--- config.mk ---
export PLATFORM = sky130hd
export DESIGN_NAME = adc_oversample_scan_filter
export DESIGN_NICKNAME = d
export VERILOG_FILES = /design/src/sv/aosf_pkg.sv /design/src/sv/adc_oversample_scan_filter.sv
export SDC_FILE = /design/constraint.sdc
export NUM_CORES = 1
export LEC_CHECK = 0
export BUFFER_PORTS_ARGS = -buffer_cell sky130_fd_sc_hd__buf_2
export CAP_MARGIN = 20
export CORE_ASPECT_RATIO = 1.2
export CORE_MARGIN = 3
export CORE_UTILIZATION = 52
export DETAILED_ROUTE_END_ITERATION = 16
export PLACE_DENSITY = 0.83
export SYNTH_ARGS = -nofsm -noshare
export SYNTH_HDL_FRONTEND = slang
export SYNTH_SLANG_ARGS = --single-unit
--- constraint.sdc ---
create_clock -name clock -period 10.06 [get_ports clock]
set_input_delay 0.503 -clock clock [delete_from_list [all_inputs] [get_ports clock]]
set_output_delay 0.503 -clock clock [all_outputs]
set_load 0.1 [all_outputs]
--- src/sv/aosf_pkg.sv ---
// Package for the ADC oversampling scan filter.
// Field widths, register indexes and reset values shared by the RTL and the checker.
// No dependencies.
`default_nettype none

package aosf_pkg;

   // payload field widths
   localparam int SAMPLE_W  = 12;
   localparam int VALUE_W   = 16;
   localparam int SLOT_W    = 4;
   localparam int CHAN_W    = 5;

   // stream bus widths (fields packed from bit 0, padded to whole bytes)
   localparam int REQ_DATA_W = 16;
   localparam int RSP_DATA_W = 32;

   // internal state widths
   localparam int ACC_W     = 28;
   localparam int CNT_W     = 17;

   // configuration port
   localparam int CSR_IDX_W  = 3;
   localparam int CSR_DATA_W = 40;
   localparam int CFG_W      = 5;

   // scan table geometry
   localparam int MAX_SLOTS      = 16;
   localparam int SLOTS_PER_WORD = 8;

   // depth limits
   localparam logic [CFG_W-1:0] DEPTH_MIN = 5'd1;
   localparam logic [CFG_W-1:0] DEPTH_MAX = 5'd16;

   // reset values of the configuration registers
   localparam logic [CFG_W-1:0] DEPTH_RST = 5'd4;
   localparam logic [CFG_W-1:0] EXTRA_RST = 5'd0;
   localparam logic [CFG_W-1:0] COUNT_RST = 5'd1;

   // configuration register indexes
   typedef enum logic [CSR_IDX_W-1:0] {
      CFG_DEPTH   = 3'd0,
      CFG_EXTRA   = 3'd1,
      CFG_COUNT   = 3'd2,
      CFG_CHAN_LO = 3'd3,
      CFG_CHAN_HI = 3'd4
   } cfg_index_type;

endpackage

`default_nettype wire

--- src/sv/adc_oversample_scan_filter.sv ---
// Top level of the ADC oversampling scan filter: accumulator, scan sequencer, result register.
// Depends on aosf_pkg.
//
// The block takes one 12-bit sample per transaction and produces one result transaction for
// each sample, so it sustains one sample per clock cycle while the output is not stalled.
// Accumulation, the shift and the slot advance all happen in the cycle a sample is accepted;
// the result then sits in the output register, and the response is valid in the next cycle.
// A new sample is accepted whenever the output register is empty or is being emptied in the
// same cycle. Every 2^depth samples the response carries a filtered value (tuser high) for
// the slot that finished, tlast marks the end of a scan, and every response carries the
// hardware channel to convert next. Configuration writes are taken in any cycle.
`default_nettype none

module adc_oversample_scan_filter (
   input  logic                                clock,
   input  logic                                reset,
   // request stream
   input  logic                                req_tvalid,
   output logic                                req_tready,
   input  logic [aosf_pkg::REQ_DATA_W-1:0]     req_tdata,   // [11:0] sample
   // response stream
   output logic                                rsp_tvalid,
   input  logic                                rsp_tready,
   output logic [aosf_pkg::RSP_DATA_W-1:0]     rsp_tdata,   // [15:0] result_value,
                                                            // [19:16] result_slot,
                                                            // [24:20] next_channel
   output logic                                rsp_tuser,   // [0] result_valid
   output logic                                rsp_tlast,   // scan_done
   // configuration writes
   input  logic                                csr_valid,
   output logic                                csr_ready,
   input  logic [aosf_pkg::CSR_IDX_W-1:0]      csr_index,
   input  logic [aosf_pkg::CSR_DATA_W-1:0]     csr_data
);

   localparam int PAD_W = aosf_pkg::RSP_DATA_W - aosf_pkg::VALUE_W - aosf_pkg::SLOT_W
                          - aosf_pkg::CHAN_W;

   // configuration registers
   logic [aosf_pkg::CFG_W-1:0]      depth_ff, extra_ff, count_ff;
   logic [aosf_pkg::CSR_DATA_W-1:0] chan_lo_ff, chan_hi_ff;

   // filter state
   logic [aosf_pkg::ACC_W-1:0]  acc_ff, acc_in;
   logic [aosf_pkg::CNT_W-1:0]  cnt_ff, cnt_in;
   logic [aosf_pkg::SLOT_W-1:0] slot_ff, slot_in;

   // response register
   logic                           rsp_valid_ff, rsp_valid_in;
   logic                           res_valid_ff;
   logic [aosf_pkg::VALUE_W-1:0]   res_value_ff;
   logic [aosf_pkg::SLOT_W-1:0]    res_slot_ff;
   logic                           done_ff;
   logic [aosf_pkg::CHAN_W-1:0]    next_chan_ff;

   // datapath signals
   logic                           accept;
   logic [aosf_pkg::CFG_W-1:0]     depth_eff, count_eff, shift;
   logic [aosf_pkg::CNT_W-1:0]     target;
   logic [aosf_pkg::ACC_W-1:0]     acc_sum, acc_shifted;
   logic [aosf_pkg::CNT_W-1:0]     cnt_sum;
   logic                           hit, last_slot;
   logic [aosf_pkg::CHAN_W-1:0]    chan_tab [aosf_pkg::MAX_SLOTS];

   // handshakes
   assign req_tready = !reset && (!rsp_valid_ff || rsp_tready);
   assign accept     = req_tvalid && req_tready;
   assign csr_ready  = 1'b1;

   // configuration writes
   always_ff @(posedge clock) begin
      if (reset) begin
         depth_ff   <= aosf_pkg::DEPTH_RST;
         extra_ff   <= aosf_pkg::EXTRA_RST;
         count_ff   <= aosf_pkg::COUNT_RST;
         chan_lo_ff <= '0;
         chan_hi_ff <= '0;
      end else if (csr_valid) begin
         case (aosf_pkg::cfg_index_type'(csr_index))
            aosf_pkg::CFG_DEPTH:   depth_ff   <= csr_data[aosf_pkg::CFG_W-1:0];
            aosf_pkg::CFG_EXTRA:   extra_ff   <= csr_data[aosf_pkg::CFG_W-1:0];
            aosf_pkg::CFG_COUNT:   count_ff   <= csr_data[aosf_pkg::CFG_W-1:0];
            aosf_pkg::CFG_CHAN_LO: chan_lo_ff <= csr_data;
            aosf_pkg::CFG_CHAN_HI: chan_hi_ff <= csr_data;
            default: ;
         endcase
      end
   end

   // clamp depth and slot count into their legal ranges
   always_comb begin
      if (depth_ff < aosf_pkg::DEPTH_MIN) begin
         depth_eff = aosf_pkg::DEPTH_MIN;
      end else if (depth_ff > aosf_pkg::DEPTH_MAX) begin
         depth_eff = aosf_pkg::DEPTH_MAX;
      end else begin
         depth_eff = depth_ff;
      end
      if (count_ff == '0) begin
         count_eff = aosf_pkg::CFG_W'(1);
      end else if (count_ff > aosf_pkg::CFG_W'(aosf_pkg::MAX_SLOTS)) begin
         count_eff = aosf_pkg::CFG_W'(aosf_pkg::MAX_SLOTS);
      end else begin
         count_eff = count_ff;
      end
   end

   // accumulate and decide whether this sample closes the slot
   assign target    = aosf_pkg::CNT_W'(1) << depth_eff;
   assign acc_sum   = acc_ff + aosf_pkg::ACC_W'(req_tdata[aosf_pkg::SAMPLE_W-1:0]);
   assign cnt_sum   = cnt_ff + aosf_pkg::CNT_W'(1);
   assign hit       = (cnt_sum >= target);
   assign shift     = (extra_ff >= depth_eff) ? '0 : depth_eff - extra_ff;
   assign acc_shifted = acc_sum >> shift;

   // wrap when the slot just finished is at or past the last configured one
   assign last_slot = ({1'b0, slot_ff} + aosf_pkg::CFG_W'(1)) >= count_eff;

   always_comb begin
      acc_in  = acc_ff;
      cnt_in  = cnt_ff;
      slot_in = slot_ff;
      if (accept) begin
         if (hit) begin
            acc_in  = '0;
            cnt_in  = '0;
            slot_in = last_slot ? '0 : slot_ff + aosf_pkg::SLOT_W'(1);
         end else begin
            acc_in  = acc_sum;
            cnt_in  = cnt_sum;
         end
      end
   end

   always_ff @(posedge clock) begin
      if (reset) begin
         acc_ff  <= '0;
         cnt_ff  <= '0;
         slot_ff <= '0;
      end else begin
         acc_ff  <= acc_in;
         cnt_ff  <= cnt_in;
         slot_ff <= slot_in;
      end
   end

   // channel number per slot, five bits each across the two table words
   always_comb begin
      for (int i = 0; i < aosf_pkg::SLOTS_PER_WORD; i++) begin
         chan_tab[i] = chan_lo_ff[i*aosf_pkg::CHAN_W +: aosf_pkg::CHAN_W];
         chan_tab[i + aosf_pkg::SLOTS_PER_WORD] =
            chan_hi_ff[i*aosf_pkg::CHAN_W +: aosf_pkg::CHAN_W];
      end
   end

   // response register: loads on accept, holds while stalled
   assign rsp_valid_in = accept || (rsp_valid_ff && !rsp_tready);

   always_ff @(posedge clock) begin
      if (reset) begin
         rsp_valid_ff <= 1'b0;
      end else begin
         rsp_valid_ff <= rsp_valid_in;
      end
   end

   always_ff @(posedge clock) begin
      if (accept) begin
         res_valid_ff <= hit;
         res_value_ff <= hit ? acc_shifted[aosf_pkg::VALUE_W-1:0] : '0;
         res_slot_ff  <= hit ? slot_ff : '0;
         done_ff      <= hit && last_slot;
         next_chan_ff <= chan_tab[slot_in];
      end
   end

   assign rsp_tvalid = rsp_valid_ff;
   assign rsp_tuser  = res_valid_ff;
   assign rsp_tlast  = done_ff;
   assign rsp_tdata  = {{PAD_W{1'b0}}, next_chan_ff, res_slot_ff, res_value_ff};

endmodule

`default_nettype wire

==> impl_metrics.json, run 1 <==
{
  "power_frac_clock_pct": 39.7,
  "syn-cell-area_sq_mm": 0.01120,
  "grt_max_degree": 103,
  "finish.utilization_pct": 58.42,
  "yosysTopAreaCell": "dfxtp_1",
  "rsz0062_at_grt": "no",
  "power.leakage_uw": 0.004623,
  "switching_power_uw": 608.6,
  "worst_slack_ns": 4.016,
  "grt_overflow": 0,
  "synth_seq_area_share_pct": 33.17,
  "io_pins": 101,
  "place_worst_setup_slack_ns": 4.171,
  "clk_pin_slew_ns": 0.08,
  "finClkSkew_ns": 0.01349,
  "cts_tree": "done",
  "synth_flop_cell": "dfxtp_1",
  "endpoint_kind": "register",
  "ys_ff_latch": 172,
  "cp_max_fo": 38,
  "power_frac_comb_pct": 19.7,
  "yosys_warnings": 0,
  "start_util_pct": 53.20,
  "hold_violations": 0,
  "h-tree-depth": 4,
  "min_path_cells": 3,
  "synth_cell_types": 100,
  "slew_violations": 0,
  "clkSinkCount": 172,
  "critical_path_arrival_ns": 6.22,
  "r2r_setup_slack_ns": 4.02,
  "maxSlewHeadroom_pct": 26.97,
  "hold_start": "csr_data[26]",
  "synth_area_leaders": "dfxtp_1 (26%), nand2_1 (9.6%), a21oi_1 (7.6%)",
  "ctsHoldBuffers": 0,
  "cts_made_buffers": 17,
  "die_h_um": 166.7,
  "max_freq_mhz": 165.5,
  "root_buffer": "clkbuf_16",
  "drt_first_pass_iters": 6,
  "post_dp_cell_area_sq_mm": 0.01164,
  "gp_congestion": 0.9587,
  "drt_iter0_markers": 1287,
  "status": "finished, final reports clean",
  "area_growth_pct": 9.800,
  "min_to": "chan_hi_ff[26]$_SDFFE_PP0P_",
  "setup_violations": 0,
  "routedWlPerCell_um": 17.67,
  "hpwl_mm": 21.21,
  "ant_nets": 0,
  "drc": 0,
  "io_buffers": 88,
  "vdd_drop_max_v": 0.0001329,
  "reg2regPathDepth": 20,
  "antenna_found_initial": 3,
  "sw_frac_of_total_pct": 33.99,
  "vias_per_cell": 6.238,
  "core_sq_mm": 0.02105,
  "syn_inst": 1470,
  "startpoint_type": "register",
  "cap_violations": 0,
  "wl_mm": 31.31,
  "die_area_sq_mm": 0.02334,
  "critical_path_class": "reg2reg",
  "reg2reg_to": "res_value_ff[0]$_SDFFCE_PP0P_",
  "finalCritPeriodShare_pct": 60.08,
  "syn_avg_cell_area_sq_um": 7.617,
  "powerDensity_mw_per_mm2": 145.6,
  "post_cts_resized": 0,
  "grt_pass1_vias": 10480,
  "die_w_um": 140.0,
  "antennaDiodeCount": 0,
  "rows": 58,
  "min_period_ns": 6.044,
  "synth.most_common_cell": "nand2_1",
  "worstMarginPinSlew_ns": 1.095,
  "yosys.area.top_type_share_pct": 25.92,
  "synth_common_cells": "nand2_1 (285), a21oi_1 (170), dfxtp_1 (145)",
  "grt_util_all_layers_pct": 26.31,
  "async_reset_ff_share_pct": 0,
  "grt_first_pass_wirelength_mm": 51.19,
  "required_ns": 10.24,
  "layout-drive-gt1-share_pct": 12.65,
  "synth_edf_count": 27,
  "setup_tns_ns": 0,
  "final_area_sq_mm": 0.01229,
  "r2r-start": "cnt_ff[0]$_SDFFE_PP0P_",
  "postCtsSetupRepairBufs": 0,
  "power.internal_uw": 1182,
  "clockBufferDepth": 2,
  "nets": 1596,
  "vias": 11050,
  "hold_path_class": "in2reg",
  "clkLatencyLatePin_ns": 0.45,
  "power_frac_seq_pct": 40.6
}
## metrics by stage
stage / hold slack [ns] / std cells / power [uW]
finish: 0.2907 / 1772 / 1790
CTS: 0.2889 / 1771 / 1785
global placement: 0.4401 / 1739 / 1081
floorplan: 0.4331 / 1477 / 1004
detailed placement: 0.4453 / 1739 / 1087
global route: 0.2917 / 1772 / 1851
## state kept, by name (all words and copies together), names as in the netlist
name	flops
res_slot_ff	4
chan_hi_ff	40
chan_lo_ff	40
count_ff	5
rsp_tlast	1
extra_ff	5
cnt_ff	17
next_chan_ff	5
rsp_tuser	1
res_value_ff	16
depth_ff	5
slot_ff	4
acc_ff	28
rsp_tvalid	1
## cell families (layout without fill, tap and decap cells)
| kind of cell | Yosys count | count (layout) | synth area share [%] |
|---|---|---|---|
| fa+ha+maj | 43 | 43 | 4.939 |
| other cells | 2 | 9 | 0.06707 |
| compound gates | 411 | 411 | 23.56 |
| flops | 172 | 172 | 33.17 |
| simple gates | 640 | 640 | 26.37 |
| mux | 38 | 38 | 4.067 |
| buf+inv | 130 | 155 | 5.107 |
| xor+xnor | 34 | 34 | 2.727 |
## metal layers
layer,global-route usage [%],up-vias,share of wire [%]
li1,-,5256,-
met1,31.09,5114,38
met2,44.88,540,49
met3,4.021,137,6.9
met4,15.72,6,5.7
met5,0,-,0.12
## cell usage in the layout (no fill, tap or decap), types with 8 or more instances in the layout
cell,count
nand2_1,285
a21oi_1,170
dfxtp_1,145
nor2_1,137
buf_2,87
o21ai_0,69
nand3_1,53
ha_1,41
nor3_1,32
mux2i_1,28
edfxtp_1,27
and3_1,21
xor2_1,21
inv_1,17
clkbuf_16,17
a22oi_1,16
buf_4,16
nand3b_1,15
nor2b_1,14
and2_1,14
o211ai_1,14
or3_1,13
a211oi_1,13
xnor2_1,12
o21ai_1,11
a21o_1,10
a31oi_1,9
conb_1,9
nor4_1,8
o22ai_1,8
## final cells by class
cell class	count	area, sq um
tap	270	337.8
timing repair buffer	104	566.8
multi-input combinational	1175	6967
inverter	19	71.32
clock buffer	17	425.4
fill	1881	8751
sequential	172	3714
clock inverter	15	212.7
## power groups by stage
stage | sequential [uW] | combinational [uW] | clock (uW)
after floorplan | 781 | 222 | 0
final | 727 | 353 | 710
after global placement | 742 | 339 | 0
after detailed placement | 743 | 344 | 0
after CTS | 727 | 346 | 712
after global routing | 729 | 382 | 740
## how the worst max path moves through the flow
stage | startpoint | end | slack [ns] | depth (start not counted)
final | cnt_ff[0]$_SDFFE_PP0P_ | res_value_ff[0]$_SDFFCE_PP0P_ | 4.02 | 20
after global routing | cnt_ff[0]$_SDFFE_PP0P_ | res_value_ff[0]$_SDFFCE_PP0P_ | 3.62 | 20
after CTS | cnt_ff[0]$_SDFFE_PP0P_ | res_value_ff[0]$_SDFFCE_PP0P_ | 4.14 | 20
after detailed placement | cnt_ff[0]$_SDFFE_PP0P_ | res_value_ff[0]$_SDFFCE_PP0P_ | 4.17 | 20
after global placement | cnt_ff[0]$_SDFFE_PP0P_ | res_value_ff[0]$_SDFFCE_PP0P_ | 4.31 | 20
after floorplan | cnt_ff[0]$_SDFFE_PP0P_ | next_chan_ff[0]$_DFFE_PP_ | 5.50 | 18
## critical path, cell delays in order (launching register included)
cell and delay, ns:
dfxtp_1 0.42, ha_1 0.28, and3_1 0.26, and3_1 0.26, and3_1 0.26, and3_1 0.26, and3_1 0.26, nand3_1 0.14
xnor2_1 0.23, ha_1 0.31, nand2_1 0.09, nor2_1 0.06, a211oi_4 0.37, and2_1 0.73, clkinv_1 0.38, buf_4 0.37
nand2_1 0.41, nor2_1 0.14, and3_1 0.23, a211oi_1 0.19, o211ai_1 0.13
(Power assumes the default switching activity.)
==> run 2: changes to the inputs <==
--- a/config.mk
+++ b/config.mk
@@ -11,7 +11,7 @@
 export CORE_MARGIN = 3
 export CORE_UTILIZATION = 52
 export DETAILED_ROUTE_END_ITERATION = 16
-export PLACE_DENSITY = 0.83
+export PLACE_DENSITY = 0.86
 export SYNTH_ARGS = -nofsm -noshare
 export SYNTH_HDL_FRONTEND = slang
 export SYNTH_SLANG_ARGS = --single-unit
==> constraint.sdc (replaced) <==
create_clock -name clock -period 5.3 [get_ports clock]
set_input_delay 0.265 -clock clock [delete_from_list [all_inputs] [get_ports clock]]
set_output_delay 0.265 -clock clock [all_outputs]
set_load 0.1 [all_outputs]
==> run 2 against run 1 <==
Net effect:
- non-clock buffer count up 5
- total power increased by 89%
- flip-flop and latch count did not move
- sequential power is 90% higher
- wire length down 1.9%
- highest routed layer unchanged
- worst setup slack lost 3.7 ns
- maximum frequency increased by 21%
- worst hold slack worse by 0.24 ns
- clock power grew 87%
==> impl_metrics.json, run 2 (synthesized netlist as in run 1, its figures left out) <==
{
  "critical_path_class": "reg2reg",
  "antennaDiodeCount": 0,
  "endpoint_kind": "register",
  "slowest_delay_ns": 0.54,
  "drt_first_pass_iters": 5,
  "grt_first_pass_wirelength_mm": 50.09,
  "setup_tns_ns": 0,
  "cp_max_fo": 13,
  "power_frac_comb_pct": 19.9,
  "r2r-start": "cnt_ff[0]$_SDFFE_PP0P_",
  "startpoint_type": "register",
  "antenna_found_initial": 1,
  "worstMarginPinSlew_ns": 1.093,
  "power.internal_uw": 2214,
  "layout_common_cells": "nand2_1 (285), a21oi_1 (168), dfxtp_1 (145), nor2_1 (136), buf_2 (87)",
  "post_dp_cell_area_sq_mm": 0.01169,
  "gp_congestion": 0.9588,
  "status": "finished, final reports clean",
  "hold_start": "csr_data[18]",
  "cap_violations": 0,
  "finClkSkew_ns": 0.01834,
  "die_w_um": 140.0,
  "drt_iter0_markers": 1100,
  "nets": 1601,
  "root_buffer": "clkbuf_16",
  "h-tree-depth": 4,
  "cp-endpoint": "next_chan_ff[2]$_DFFE_PP_",
  "drc": 0,
  "die_h_um": 166.7,
  "core_sq_mm": 0.02105,
  "cpLargestDelayFamily": "simple AND/OR/NAND/NOR gates",
  "grt_max_degree": 99,
  "sw_frac_of_total_pct": 34.57,
  "ctsHoldBuffers": 0,
  "die_area_sq_mm": 0.02334,
  "cts_made_buffers": 17,
  "clk_pin_slew_ns": 0.09,
  "routedWlPerCell_um": 17.28,
  "vias_per_cell": 6.199,
  "hold_violations": 0,
  "io_buffers": 88,
  "layout-drive-gt1-share_pct": 13.14,
  "ant_nets": 0,
  "required_ns": 5.49,
  "worstSetupStartpoint": "cnt_ff[0]$_SDFFE_PP0P_",
  "rows": 58,
  "setup_violations": 0,
  "clockBufferDepth": 2,
  "power_frac_clock_pct": 39.3,
  "power_frac_seq_pct": 40.8,
  "crit_chain": "ha_1 -> and3_1 -> and3_1 -> and3_1 -> and3_1 -> and3_1 -> nand3_1 -> xnor2_1 -> ha_1 -> and4_1 -> o21ai_0 -> a31o_2 -> a211oi_4 -> mux2_4 -> mux4_2 -> a22oi_1 -> nand3_1",
  "io_pins": 101,
  "vias": 11020,
  "critPathBufInv": 0,
  "powerDensity_mw_per_mm2": 273.8,
  "maxSlewHeadroom_pct": 27.14,
  "layout_commonest_cell": "nand2_1",
  "hold_path_class": "in2reg",
  "grt_util_all_layers_pct": 25.75,
  "finalCritPeriodShare_pct": 94.21,
  "area_growth_pct": 10.37,
  "cpMostUsedCell": "and3_1",
  "grt_overflow": 0,
  "slew_violations": 0,
  "max_freq_mhz": 200.3,
  "clkSinkCount": 172,
  "fill_cells": 1853,
  "critPathSlowestCell": "mux4_2",
  "clkLatencyLatePin_ns": 0.45,
  "reg2regPathDepth": 17,
  "switching_power_uw": 1170,
  "r2r_setup_slack_ns": 0.31,
  "fin_cells": 1777,
  "post_cts_resized": 0,
  "path_depth": 17,
  "cts_tree": "done",
  "wl_mm": 30.71,
  "power.leakage_uw": 0.004648,
  "dp.cells": 1745,
  "vdd_drop_max_v": 0.0002054,
  "start_util_pct": 53.20,
  "min_period_ns": 4.993,
  "critical_path_arrival_ns": 5.19,
  "final_area_sq_mm": 0.01236,
  "rsz0062_at_grt": "no",
  "grt_pass1_vias": 10430,
  "postCtsSetupRepairBufs": 0,
  "reg2reg_to": "next_chan_ff[2]$_DFFE_PP_",
  "top_regs": "chan_hi_ff x40, chan_lo_ff x40, acc_ff x28",
  "hpwl_mm": 21.38
}
==> run 2: cell type report <==
cell class              instances  area, sq um  share of cell area, %
multi-input cells            1175         6993                  56.59
well taps                     270        337.8                  2.734
inverters                      19        71.32                 0.5771
repair buffers                109        600.6                  4.860
flip-flops and latches        172         3714                  30.05
clock buffers                  17        425.4                  3.442
clock inverters                15        216.5                  1.752
==> run 2: power by group through the flow <==
| stage | clock network (uW) | logic (uW) | registers [uW] |
|---|---|---|---|
| floorplan | 0 | 422 | 1480 |
| global placement | 0 | 644 | 1410 |
| detailed placement | 0 | 654 | 1410 |
| CTS | 1340 | 658 | 1380 |
| global route | 1390 | 722 | 1380 |
| finish | 1330 | 672 | 1380 |
==> run 2: worst min-delay path by stage <==
stage | end | slack, ns | cells past startpoint
after detailed placement | chan_hi_ff[8]$_SDFFE_PP0P_ | 0.45 | 2
after global routing | rsp_tvalid$_SDFF_PP0_ | 0.05 | 3
after CTS | chan_hi_ff[18]$_SDFFE_PP0P_ | 0.04 | 3
after floorplan | count_ff[0]$_SDFFE_PP1P_ | 0.38 | 1
final | chan_hi_ff[18]$_SDFFE_PP0P_ | 0.05 | 3
after global placement | chan_lo_ff[7]$_SDFFE_PP0P_ | 0.44 | 2
==> run 2: routing by layer <==
metal | wire length, um | up-vias | GRT usage (%)
met4 | 1641 | 2 | 14.33
met3 | 2197 | 134 | 4.337
met1 | 11900 | 5074 | 30.52
met2 | 14960 | 533 | 44.09
li1 | - | 5272 | -
met5 | 8 | - | 0
==> run 2: worst reg2reg max path, delay by kind of cell (launching register included) <==
kind                       cells  cell delay (ns)
xor gates and xnor gates       1             0.16
muxes                          2             0.91
AOI/OAI and AO/OA              4             0.99
adders and majority gates      2             0.63
and+or+nand+nor                8             1.62
DFF                            1             0.43
==> run 2: per-stage QoR <==
step                      total power (uW)  worst slack [ns]  hold WS [ns]  util, %
after global placement                2054            0.3447        0.4416    55.55
after floorplan                       1905            0.7361        0.3829        -
final                                 3384            0.3071       0.05154    58.72
after global routing                  3501          0.008316       0.04747    58.72
after CTS                             3381            0.2176       0.04307    58.60
after detailed placement              2065            0.2859        0.4466    55.55
==> run 3: changes to the inputs <==
--- a/config.mk
+++ b/config.mk
@@ -9,9 +9,9 @@
 export CAP_MARGIN = 20
 export CORE_ASPECT_RATIO = 1.2
 export CORE_MARGIN = 3
-export CORE_UTILIZATION = 52
+export CORE_UTILIZATION = 38
 export DETAILED_ROUTE_END_ITERATION = 16
-export PLACE_DENSITY = 0.86
+export PLACE_DENSITY = 0.69
 export SYNTH_ARGS = -nofsm -noshare
 export SYNTH_HDL_FRONTEND = slang
 export SYNTH_SLANG_ARGS = --single-unit
==> run 3 against run 2 <==
Net effect:
- clock skew shrank 0.0038 ns
- global-route usage down 5.8 points
- critical path depth increased by 1
- sequential share of layout area down 0.38 points
- count of clock-buffer cells in the layout unchanged
- wire length up 5.1%
- final cell count is 6.6% higher
- total power is 0.99% higher
- worst hold slack worse by 0.0021 ns
- maximum frequency increased by 0.92%
==> impl_metrics.json, run 3 (synthesized netlist as in run 1, its figures left out) <==
{
  "layout_common_cells": "nand2_1 (284), a21oi_1 (169), dfxtp_1 (145), nor2_1 (136), buf_2 (87)",
  "endpoint_kind": "register",
  "ant_nets": 0,
  "drc": 0,
  "vias": 10770,
  "final_area_sq_mm": 0.01252,
  "reg2regPathDepth": 18,
  "worstSetupStartpoint": "cnt_ff[0]$_SDFFE_PP0P_",
  "grt_first_pass_wirelength_mm": 51.94,
  "critical_path_class": "reg2reg",
  "clk_pin_slew_ns": 0.09,
  "drt_iter0_markers": 918,
  "use_met2_pct": 34.22,
  "finClkSkew_ns": 0.01457,
  "gp_congestion": 0.8959,
  "grt_max_degree": 93,
  "setup_violations": 0,
  "grt_overflow": 0,
  "required_ns": 5.49,
  "finalCritPeriodShare_pct": 93.34,
  "io_buffers": 88,
  "status": "finished, final reports clean",
  "regArea_sq_mm": 0.003714,
  "rsz0062_at_grt": "no",
  "clockBufferDepth": 2,
  "die_h_um": 194.0,
  "area_growth_pct": 11.79,
  "wl_mm": 32.29,
  "startpoint_type": "register",
  "root_buffer": "clkbuf_16",
  "min_to": "chan_hi_ff[17]$_SDFFE_PP0P_",
  "routedWlPerCell_um": 17.05,
  "post_dp_cell_area_sq_mm": 0.01183,
  "antenna_found_initial": 3,
  "maxSlewHeadroom_pct": 31.97,
  "min_period_ns": 4.947,
  "multi_input_area_sq_mm": 0.007004,
  "core_sq_mm": 0.02893,
  "rows": 68,
  "start_util_pct": 38.71,
  "r2r_setup_slack_ns": 0.35,
  "vias_per_cell": 5.687,
  "worstMarginPinSlew_ns": 1.019,
  "h-tree-depth": 4,
  "critical_path_arrival_ns": 5.14,
  "grt_pass1_vias": 10080,
  "hpwl_mm": 22.40,
  "hold_violations": 0,
  "die_area_sq_mm": 0.03157,
  "hold_start": "csr_data[17]",
  "powerDensity_mw_per_mm2": 273.0,
  "grt_util_all_layers_pct": 19.99,
  "power_frac_clock_pct": 39.8,
  "die_w_um": 162.7,
  "min_path_cells": 3,
  "reg2reg_to": "next_chan_ff[1]$_DFFE_PP_",
  "hold_path_class": "in2reg",
  "io_pins": 101,
  "fill_cells": 2937,
  "cts_made_buffers": 17,
  "drt_first_pass_iters": 6,
  "clkSinkCount": 172,
  "cts_tree": "done",
  "nets": 1602,
  "grtUsageMet1_pct": 24.90,
  "top_regs": "chan_hi_ff x40, chan_lo_ff x40, acc_ff x28",
  "cap_violations": 0,
  "power_frac_seq_pct": 40.4,
  "power.internal_uw": 2247,
  "layout_commonest_cell": "nand2_1",
  "switching_power_uw": 1170,
  "layout-drive-gt1-share_pct": 13.33,
  "r2r-start": "cnt_ff[0]$_SDFFE_PP0P_",
  "hold_ws_ns": 0.04946,
  "met3_usage_pct": 3.419,
  "power_frac_comb_pct": 19.8,
  "grt.busiest_layer": "met2",
  "cp_max_fo": 9,
  "slew_violations": 0,
  "clkLatencyLatePin_ns": 0.45,
  "ctsHoldBuffers": 0,
  "max_freq_mhz": 202.1,
  "sw_frac_of_total_pct": 34.23,
  "vdd_drop_max_v": 0.0002600,
  "power.leakage_uw": 0.004660,
  "setup_tns_ns": 0
}
==> run 3: cell count changes in the layout (fill, tap and decap cells not counted), sizes merged <==
| cell | before | now |
|---|---|---|
| diode | 0 | 1 |
| bufinv | 0 | 1 |
| clkinv | 8 | 9 |
| inv | 26 | 24 |
| mux2 | 4 | 5 |
==> run 3: worst max-delay path by stage <==
stage,to,slack (ns)
3_3_place_gp,next_chan_ff[3]$_DFFE_PP_,0.37
2_1_floorplan,next_chan_ff[0]$_DFFE_PP_,0.74
4_1_cts,next_chan_ff[3]$_DFFE_PP_,0.23
3_5_place_dp,next_chan_ff[3]$_DFFE_PP_,0.33
5_1_grt,next_chan_ff[1]$_DFFE_PP_,0.01
6_report,next_chan_ff[1]$_DFFE_PP_,0.35
==> run 3: timing repair <==
item                       4_1_cts  5_1_grt
setup buffers                    0        1
setup endpoints to repair        0       20
gates resized for setup          0        6
hold endpoints to repair         0        0
==> run 3: area by class of cell <==
type	instances	area share [%]
multi-input combinational	1176	55.96
sequential	172	29.67
timing repair buffer	109	4.798
tap	385	3.848
clock buffer	17	3.399
clock inverter	15	1.739
inverter	19	0.5698
antenna	1	0.01999
==> run 3: critical path: stages, from the launching register on <==
cell and delay, ns:
dfxtp_1 0.42, ha_1 0.27, and3_1 0.25, and3_1 0.25
and3_1 0.25, and3_1 0.26, and3_1 0.25, nand3_1 0.11
xnor2_1 0.16, ha_1 0.35, and4_1 0.20, o21ai_0 0.09
a31o_2 0.30, a211oi_4 0.36, buf_4 0.22, a22o_2 0.29
mux4_2 0.37, a22oi_1 0.20, nand3_1 0.09
==> run 3: power groups by stage <==
stage	registers [uW]	logic (uW)	clock network [uW]
final	1380	675	1360
after global routing	1380	734	1440
after CTS	1380	666	1380
after detailed placement	1410	664	0
after global placement	1410	656	0
after floorplan	1480	422	0
==> run 3: stage by stage <==
stage	std cells	power, uW	worst slack (ns)	utilization, %
after global routing	1893	3554	0.01233	43.26
after floorplan	1477	1905	0.7361	-
after global placement	1859	2066	0.3742	40.88
after CTS	1891	3423	0.2264	43.11
after detailed placement	1859	2074	0.3271	40.88
final	1894	3417	0.3528	43.27
==> run 3: per-layer routing <==
layer / wire [um] / vias up / part of all wire (%)
met5: 47 / - / 0.15
met3: 1845 / 80 / 5.7
met1: 13410 / 5040 / 42
li1: - / 5267 / -
met2: 15880 / 378 / 49
met4: 1108 / 6 / 3.4
